### src/rtl/srmd_pkg.sv
// Shared types, constants and word-building helpers for the scrolling RGB matrix driver.
package srmd_pkg;

  localparam int unsigned MAX_ROW_BYTES = 16;
  localparam int unsigned MATRIX_ROWS   = 8;
  localparam int unsigned ROW_AW        = $clog2(MATRIX_ROWS);
  localparam int unsigned COL_AW        = $clog2(MAX_ROW_BYTES);
  localparam int unsigned MEM_DEPTH     = MATRIX_ROWS * MAX_ROW_BYTES;
  localparam int unsigned MEM_AW        = $clog2(MEM_DEPTH);

  localparam logic [7:0] CH_RED   = 8'b00000001;
  localparam logic [7:0] CH_GREEN = 8'b00000010;
  localparam logic [7:0] CH_BLUE  = 8'b00000100;

  typedef enum logic [1:0] {
    OP_WRITE   = 2'd0,
    OP_REFRESH = 2'd1,
    OP_ADVANCE = 2'd2
  } op_e;

  typedef enum logic {
    REG_ROW_BYTES   = 1'b0,
    REG_BIT_COLUMNS = 1'b1
  } reg_e;

  typedef enum logic {
    ST_IDLE,
    ST_RUN
  } state_e;

  typedef struct packed {
    logic [1:0] opcode;
    logic [2:0] row;
    logic [3:0] byte_index;
    logic [7:0] byte_value;
  } in_beat_t;

  typedef struct packed {
    logic [31:0] frame_word;
    logic [2:0]  row_index;
    logic        last_row;
  } out_beat_t;

  function automatic logic [7:0] rev8(input logic [7:0] v);
    logic [7:0] r;
    for (int b = 0; b < 8; b++) begin
      r[7-b] = v[b];
    end
    return r;
  endfunction

  function automatic logic [7:0] colour_sel(input logic [1:0] colour);
    logic [7:0] sel;
    case (colour)
      2'd0:    sel = CH_RED;
      2'd1:    sel = CH_GREEN;
      2'd2:    sel = CH_BLUE;
      default: sel = 8'h00;
    endcase
    return sel;
  endfunction

  // Assemble one shift chain word: row mask split around green, reversed red and blue.
  function automatic logic [31:0] make_word(input logic [2:0] row, input logic [1:0] colour,
                                            input logic [7:0] window);
    logic [7:0] mask;
    logic [7:0] sel;
    logic [7:0] red;
    logic [7:0] green;
    logic [7:0] blue;
    mask  = 8'(1) << row;
    sel   = colour_sel(colour);
    red   = ~((sel & CH_RED)   != 8'h00 ? window : 8'h00);
    green = ~((sel & CH_GREEN) != 8'h00 ? window : 8'h00);
    blue  = ~((sel & CH_BLUE)  != 8'h00 ? window : 8'h00);
    return {mask[7:4], green, mask[3:0], rev8(red), rev8(blue)};
  endfunction

endpackage

### src/rtl/scrolling_rgb_matrix_driver.sv
// Top level of the scrolling RGB matrix driver: command decode, row sequencer, output register.
//
//   channel | direction | handshake               | payload
//   --------+-----------+-------------------------+----------------------------------
//   in      | sink      | in_valid_i / in_ready_o | in_data_i  (opcode,row,index,byte)
//   out     | source    | out_valid_o/out_ready_i | out_data_o (frame,row_index,last)
//   cfg     | sink      | cfg_we_i                | cfg_idx_i, cfg_data_i
//
// A write or advance beat completes without leaving the idle state. A refresh beat issues one read pair
// per row from the bitmap RAM's two read ports; with the output ready this gives eight words
// back to back, each row passing the sequencer, the registered RAM read and the single output
// register in that order.
// Reset clears the sequencer, scroll offset, colour and the RAM valid bits at once.
// A stalled output holds the output register, then the read stage, then the issue counter.
module scrolling_rgb_matrix_driver (
  input  logic                clk_i,
  input  logic                rst_ni,
  input  logic                in_valid_i,
  output logic                in_ready_o,
  input  srmd_pkg::in_beat_t  in_data_i,
  output logic                out_valid_o,
  input  logic                out_ready_i,
  output srmd_pkg::out_beat_t out_data_o,
  input  logic                cfg_we_i,
  input  logic                cfg_idx_i,
  input  logic [7:0]          cfg_data_i
);

  // Configuration registers.
  logic [4:0] row_bytes_q;
  logic [7:0] bit_columns_q;

  // Scroll state.
  logic [6:0] offset_q, offset_d;
  logic [1:0] colour_q, colour_d;

  // Sequencer.
  srmd_pkg::state_e            state_q, state_d;
  logic [srmd_pkg::ROW_AW-1:0] iss_row_q, iss_row_d;

  // Read stage: RAM data is valid for rd_row_q.
  logic                        rd_valid_q, rd_valid_d;
  logic [srmd_pkg::ROW_AW-1:0] rd_row_q;

  // Output register.
  logic                out_valid_q, out_valid_d;
  srmd_pkg::out_beat_t out_q;

  logic in_fire;
  logic issue;
  logic load_out;

  logic                        mem_we;
  logic [srmd_pkg::MEM_AW-1:0] mem_waddr;
  logic [srmd_pkg::MEM_AW-1:0] raddr_a;
  logic [srmd_pkg::MEM_AW-1:0] raddr_b;
  logic                        ren_a;
  logic                        ren_b;
  logic [7:0]                  rdata_a;
  logic [7:0]                  rdata_b;

  logic [3:0]  byte_q;
  logic [4:0]  byte_next;
  logic [4:0]  lim;
  logic [2:0]  bit_shift;
  logic [15:0] pair_shifted;
  logic [7:0]  window;

  logic [7:0] limit;
  logic [7:0] offset_next;

  assign in_ready_o = (state_q == srmd_pkg::ST_IDLE) && !rd_valid_q;
  assign in_fire    = in_valid_i && in_ready_o;

  assign load_out = rd_valid_q && (!out_valid_q || out_ready_i);
  assign issue    = (state_q == srmd_pkg::ST_RUN) && (!rd_valid_q || load_out);

  // ---------------------------------------------------------------------------
  // Configuration writes
  // ---------------------------------------------------------------------------
  always_ff @(posedge clk_i or negedge rst_ni) begin
    if (!rst_ni) begin
      row_bytes_q   <= 5'd1;
      bit_columns_q <= 8'd8;
    end else if (cfg_we_i) begin
      case (cfg_idx_i)
        srmd_pkg::REG_ROW_BYTES:   row_bytes_q   <= cfg_data_i[4:0];
        srmd_pkg::REG_BIT_COLUMNS: bit_columns_q <= cfg_data_i;
        default: ;
      endcase
    end
  end

  // ---------------------------------------------------------------------------
  // Bitmap writes go straight to the RAM; the index always lies inside a row.
  // ---------------------------------------------------------------------------
  assign mem_we    = in_fire && (in_data_i.opcode == srmd_pkg::OP_WRITE);
  assign mem_waddr = {in_data_i.row, in_data_i.byte_index};

  // ---------------------------------------------------------------------------
  // Scroll advance: wrap limit is bit_columns - 7, at least 1, at most 128.
  // ---------------------------------------------------------------------------
  always_comb begin
    if (bit_columns_q >= 8'd8) begin
      limit = bit_columns_q - 8'd7;
    end else begin
      limit = 8'd1;
    end
    if (limit > 8'd128) begin
      limit = 8'd128;
    end
    offset_next = {1'b0, offset_q} + 8'd1;

    offset_d = offset_q;
    colour_d = colour_q;
    if (in_fire && (in_data_i.opcode == srmd_pkg::OP_ADVANCE)) begin
      if (offset_next >= limit) begin
        offset_d = '0;
        colour_d = (colour_q >= 2'd2) ? 2'd0 : colour_q + 2'd1;
      end else begin
        offset_d = offset_next[6:0];
      end
    end
  end

  always_ff @(posedge clk_i or negedge rst_ni) begin
    if (!rst_ni) begin
      offset_q <= '0;
      colour_q <= '0;
    end else begin
      offset_q <= offset_d;
      colour_q <= colour_d;
    end
  end

  // ---------------------------------------------------------------------------
  // Row sequencer: step through the eight rows, one read pair per row.
  // Offset and colour cannot change while it runs, since input is blocked.
  // ---------------------------------------------------------------------------
  always_ff @(posedge clk_i or negedge rst_ni) begin
    if (!rst_ni) begin
      state_q   <= srmd_pkg::ST_IDLE;
      iss_row_q <= '0;
    end else begin
      state_q   <= state_d;
      iss_row_q <= iss_row_d;
    end
  end

  always_comb begin
    state_d   = state_q;
    iss_row_d = iss_row_q;
    case (state_q)
      srmd_pkg::ST_IDLE: begin
        if (in_fire && (in_data_i.opcode == srmd_pkg::OP_REFRESH)) begin
          state_d   = srmd_pkg::ST_RUN;
          iss_row_d = '0;
        end
      end
      srmd_pkg::ST_RUN: begin
        if (issue) begin
          iss_row_d = iss_row_q + 1'b1;
          if (iss_row_q == srmd_pkg::ROW_AW'(srmd_pkg::MATRIX_ROWS - 1)) begin
            state_d = srmd_pkg::ST_IDLE;
          end
        end
      end
      default: begin
        state_d = srmd_pkg::ST_IDLE;
      end
    endcase
  end

  // Window spans byte q and byte q+1; bytes at or beyond the row length read as zero.
  assign byte_q    = offset_q[6:3];
  assign byte_next = {1'b0, byte_q} + 5'd1;
  assign lim       = (row_bytes_q > 5'(srmd_pkg::MAX_ROW_BYTES))
                   ? 5'(srmd_pkg::MAX_ROW_BYTES) : row_bytes_q;
  assign ren_a     = {1'b0, byte_q} < lim;
  assign ren_b     = byte_next < lim;
  assign raddr_a   = {iss_row_q, byte_q};
  assign raddr_b   = {iss_row_q, byte_next[srmd_pkg::COL_AW-1:0]};

  srmd_bitmap_ram u_ram (
    .clk_i     (clk_i),
    .rst_ni    (rst_ni),
    .we_i      (mem_we),
    .waddr_i   (mem_waddr),
    .wdata_i   (in_data_i.byte_value),
    .re_i      (issue),
    .raddr_a_i (raddr_a),
    .ren_a_i   (ren_a),
    .raddr_b_i (raddr_b),
    .ren_b_i   (ren_b),
    .rdata_a_o (rdata_a),
    .rdata_b_o (rdata_b)
  );

  // ---------------------------------------------------------------------------
  // Read stage tracking
  // ---------------------------------------------------------------------------
  always_comb begin
    rd_valid_d = rd_valid_q;
    if (issue) begin
      rd_valid_d = 1'b1;
    end else if (load_out) begin
      rd_valid_d = 1'b0;
    end
  end

  always_ff @(posedge clk_i or negedge rst_ni) begin
    if (!rst_ni) begin
      rd_valid_q <= 1'b0;
    end else begin
      rd_valid_q <= rd_valid_d;
    end
  end

  always_ff @(posedge clk_i) begin
    if (issue) begin
      rd_row_q <= iss_row_q;
    end
  end

  // ---------------------------------------------------------------------------
  // Window extract and output register
  // ---------------------------------------------------------------------------
  assign bit_shift    = offset_q[2:0];
  assign pair_shifted = {rdata_a, rdata_b} << bit_shift;
  assign window       = pair_shifted[15:8];

  always_comb begin
    out_valid_d = out_valid_q;
    if (load_out) begin
      out_valid_d = 1'b1;
    end else if (out_ready_i) begin
      out_valid_d = 1'b0;
    end
  end

  always_ff @(posedge clk_i or negedge rst_ni) begin
    if (!rst_ni) begin
      out_valid_q <= 1'b0;
    end else begin
      out_valid_q <= out_valid_d;
    end
  end

  always_ff @(posedge clk_i) begin
    if (load_out) begin
      out_q.frame_word <= srmd_pkg::make_word(rd_row_q, colour_q, window);
      out_q.row_index  <= rd_row_q;
      out_q.last_row   <= (rd_row_q == srmd_pkg::ROW_AW'(srmd_pkg::MATRIX_ROWS - 1));
    end
  end

  assign out_valid_o = out_valid_q;
  assign out_data_o  = out_q;

endmodule

### src/rtl/srmd_bitmap_ram.sv
// Bitmap store: one write port, two registered read ports, per-entry valid bits.
module srmd_bitmap_ram (
  input  logic                       clk_i,
  input  logic                       rst_ni,
  input  logic                       we_i,
  input  logic [srmd_pkg::MEM_AW-1:0] waddr_i,
  input  logic [7:0]                 wdata_i,
  input  logic                       re_i,
  input  logic [srmd_pkg::MEM_AW-1:0] raddr_a_i,
  input  logic                       ren_a_i,
  input  logic [srmd_pkg::MEM_AW-1:0] raddr_b_i,
  input  logic                       ren_b_i,
  output logic [7:0]                 rdata_a_o,
  output logic [7:0]                 rdata_b_o
);

  logic [7:0]                     mem [srmd_pkg::MEM_DEPTH];
  logic [srmd_pkg::MEM_DEPTH-1:0] valid_q;
  logic [7:0]                     rdata_a_q;
  logic [7:0]                     rdata_b_q;

  always_ff @(posedge clk_i) begin
    if (we_i) begin
      mem[waddr_i] <= wdata_i;
    end
  end

  // Entries never written since reset read as zero.
  always_ff @(posedge clk_i or negedge rst_ni) begin
    if (!rst_ni) begin
      valid_q <= '0;
    end else if (we_i) begin
      valid_q[waddr_i] <= 1'b1;
    end
  end

  always_ff @(posedge clk_i) begin
    if (re_i) begin
      rdata_a_q <= (ren_a_i && valid_q[raddr_a_i]) ? mem[raddr_a_i] : 8'h00;
      rdata_b_q <= (ren_b_i && valid_q[raddr_b_i]) ? mem[raddr_b_i] : 8'h00;
    end
  end

  assign rdata_a_o = rdata_a_q;
  assign rdata_b_o = rdata_b_q;

endmodule

### config.mk
export PLATFORM = sky130hd
export DESIGN_NAME = scrolling_rgb_matrix_driver
export DESIGN_NICKNAME = d
export VERILOG_FILES = /design/src/rtl/srmd_pkg.sv /design/src/rtl/scrolling_rgb_matrix_driver.sv /design/src/rtl/srmd_bitmap_ram.sv
export SDC_FILE = /design/constraint.sdc
export NUM_CORES = 2
export LEC_CHECK = 0
export BUFFER_PORTS_ARGS = -buffer_cell sky130_fd_sc_hd__buf_2
export CORE_ASPECT_RATIO = 0.6
export CORE_MARGIN = 1.5
export CORE_UTILIZATION = 57
export DETAILED_ROUTE_END_ITERATION = 10
export PLACE_DENSITY = 0.81
export SLEW_MARGIN = 20
export SYNTH_ARGS = -nofsm -noshare
export SYNTH_HDL_FRONTEND = slang
export SYNTH_SLANG_ARGS = --single-unit
### constraint.sdc
create_clock -name clk_i -period 3.4 [get_ports clk_i]
set_input_delay 0.68 -clock clk_i [delete_from_list [all_inputs] [get_ports clk_i]]
set_output_delay 0.68 -clock clk_i [all_outputs]
set_load 0.02 [all_outputs]
==> results.tsv <==
metric	value	unit
switchingPower	9431	uW
insertion_delay	730	ps
fillCellCount	6315	
wire_per_inst	35.29	microns
ios	69	
initial_core_util	57.83	%
fin_hold_ws	191.3	ps
skew	35.67	ps
htreeDepth	3	
die_w	411.9	microns
switching_share	26.91	%
area_delta_synth_final	13.32	%
min_path_cells	2	
synth-async-reset-ratio	12.64	%
dr_total_vias	34960	
multiInputGateArea	0.01972	sq mm
endpoint_kind	flop	
antenna_found_initial	15	
max-vdd-ir-drop	460.7	uV
rr_worst_depth	13	
drc_errors	0	
arrival	3820	ps
drtIter0Drc	6140	
hold_path_class	input port to flop	
worstSetupStartpointType	flop	
max_cap_viol_count	0	
grt_max_degree	81	
synth.largest_area_cell	edfxtp_1	
syn_inst	3085	
fin_area	0.06480	sq mm
drv_slew	0	
row_count	89	
worstMarginPinSlew	1049	ps
fin_util	65.53	%
overflow	0	
fin_total_pwr	35050	uW
cp.required	3830	ps
final.min_clock_period	3382	ps
ys_types	66	
p_per_area	540.9	mW/mm^2
ff_latch_area	0.03629	sq mm
synth_edf_count	1078	
synth_nets	3137	
syn_area	0.05719	sq mm
yosys_register_bits	1234	
avgSynthCellArea	18.54	sq um
combPwrFrac	14.4	%
drt_wl_total	169700	microns
fin_crit_sh	99.48	%
clkTransAtPathRegs	70	ps
status	finished clean	
dr.pass1.iters	7	
internal-power	25620	uW
synth_seq_area_share	63.43	%
synth_area_leaders	edfxtp_1 57%, mux4_2 24%, dfrtp_1 6.7%	
p_seq_share	50.0	%
dp_hpwl	114700	microns
relSlewSlack	29.80	%
grt_pass1_vias	33720	
antenna_left	0	
fmax	0.2956	GHz
critPathMaxFanout	8	
dieArea	0.1023	sq mm
clkSinkCount	1234	
ctsRootBufferMaster	clkbuf_16	
placed_area	0.06101	sq mm
synth_common_cells	1,078 x edfxtp_1, 603 x mux4_2, 225 x nand2_1, 204 x nor2_1, 154 x dfrtp_1	
worstSetupPathType	flop to flop	
yosysMostFrequentCell	edfxtp_1	
grt_pass1_wl	243100	microns
drive_gt1_share	39.15	%
die_height	248.4	microns
hold_viol	0	
synth_top_area_share	56.60	%
track_usage	33.68	%
clock_power_share	35.7	%
finalSetupViolCount	0	
fin_nets	3442	
ys_warn_count	0	
cts_tree	built	
synth_flop_cell	edfxtp_1	
portBuffers	68	
cts_max_path_buffers	3	
p_leak	0.02260	uW
place.gp.congestion	1.008	
vias_per_cell	7.267	
numCtsBuffers	108	
core_area	0.09888	sq mm
through the flow:
step	std cells	setup TNS [ps]	setup WS, ps
6_report	4810	0	17.55
5_1_grt	4805	-7.322	-3.741
4_1_cts	4796	0	5.894
3_5_place_dp	4585	-183.3	-148.6
3_3_place_gp	4585	-333.0	-329.8
2_1_floorplan	3085	0	208.4
power by group through the flow:
| stage | Combinational [uW] | Sequential, uW | Clock [uW] |
|---|---|---|---|
| 2_1_floorplan | 2550 | 17700 | 0 |
| 3_3_place_gp | 4650 | 17700 | 0 |
| 3_5_place_dp | 4740 | 17800 | 0 |
| 4_1_cts | 4790 | 17500 | 12600 |
| 5_1_grt | 5280 | 17500 | 13100 |
| 6_report | 5040 | 17500 | 12500 |
cell usage in the layout (no fill, tap or decap), types with 15 or more instances in the layout:
| cell type | instances |
|---|---|
| ha_1 | 19 |
| a22oi_1 | 18 |
| buf_2 | 59 |
| mux2_2 | 16 |
| a31oi_1 | 15 |
| mux2i_1 | 66 |
| nor2_1 | 202 |
| dfrtp_1 | 148 |
| nand3_1 | 82 |
| clkinv_1 | 24 |
| buf_12 | 38 |
| mux4_2 | 603 |
| buf_4 | 304 |
| a21oi_1 | 28 |
| or2_2 | 131 |
| nand2_1 | 225 |
| o21ai_0 | 31 |
| clkbuf_1 | 20 |
| edfxtp_1 | 1078 |
| clkbuf_16 | 112 |
| clkinv_2 | 23 |
layout make-up:
| type | count | area share [%] |
|---|---|---|
| antenna | 7 | 0.02703 |
| clock buffer | 135 | 4.487 |
| tap | 1319 | 2.547 |
| clock inverter | 69 | 0.9635 |
| multi-input combinational | 1619 | 30.42 |
| timing repair buffer | 413 | 5.454 |
| inverter | 14 | 0.08882 |
| sequential | 1234 | 56.01 |
repair_timing:
action | in CTS | in global routing
endpoints found under the setup margin | 11 | 21
gates resized for setup | 5 | 18
gates cloned | 0 | 1
setup buffers | 6 | 7
pin swaps | 4 | 7
endpoints found under the hold margin | 1 | 0
hold buffers | 1 | 0
final timing paths:
| path | from | to | slack, ps |
|---|---|---|---|
| hold / removal | cfg_data_i[7] | bit_columns_q[7]$_DFFE_PN0P_ | 190 |
| hold reg to reg | u_ram.valid_q[41]$_DFFE_PN0P_ | u_ram.valid_q[41]$_DFFE_PN0P_ | 490 |
| max in group asynchronous | rst_ni | u_ram.valid_q[38]$_DFFE_PN0P_ | 1870 |
| setup / recovery | offset_q[3]$_DFFE_PN0P_ | u_ram.rdata_b_o[3]$_SDFFCE_PN0P_ | 20 |
| min in group asynchronous | rst_ni | out_valid_o$_DFFE_PN0P_ | 570 |
| setup reg to reg | offset_q[3]$_DFFE_PN0P_ | u_ram.rdata_b_o[3]$_SDFFCE_PN0P_ | 20 |
registers in the layout, indices dropped and copies added, names as in the netlist:
signal and count:
u_ram.mem 1024, u_ram.valid_q 128, out_data_o 36, bit_columns_q 8, u_ram.rdata_a_o 8, offset_q 7
u_ram.rdata_b_o 7, row_bytes_q 5, iss_row_q 3, rd_row_q 3, colour_q 2, out_valid_o 1
rd_valid_q 1, state_q 1
worst max-delay path, stage by stage (launching register included):
cell and delay, ps:
dfrtp_4 560, ha_4 230, xnor2_4 170, buf_12 180, buf_16 130, mux4_2 500
o211ai_1 500, a32oi_1 130, buf_4 160, nand3_1 100, nand3_2 110, o211ai_4 110
buf_12 150, a311oi_2 50
layer usage:
layer  vias up  routed length, microns  GRT usage (%)
li1      13340                       -              -
met1     18290                   63750          49.93
met2      3001                   69880          44.54
met3       300                   32380          17.44
met4        20                    3512          6.942
met5         -                     207         0.6524
cells by family (layout without fill, tap and decap cells):
logic type                 after synthesis  after routing  share of synthesized area (%)
other                                    0              7                              0
xor gates and xnor gates                11             11                         0.2144
adders and majority gates               21             21                         0.4594
buffers and inverters                  232            631                          2.203
AOI/OAI and AO/OA                      191            191                          2.424
muxes                                  694            694                          25.60
DFF                                   1234           1234                          63.43
and+or+nand+nor                        702            702                          5.662
No activity file was read; power rests on OpenSTA's default activity.
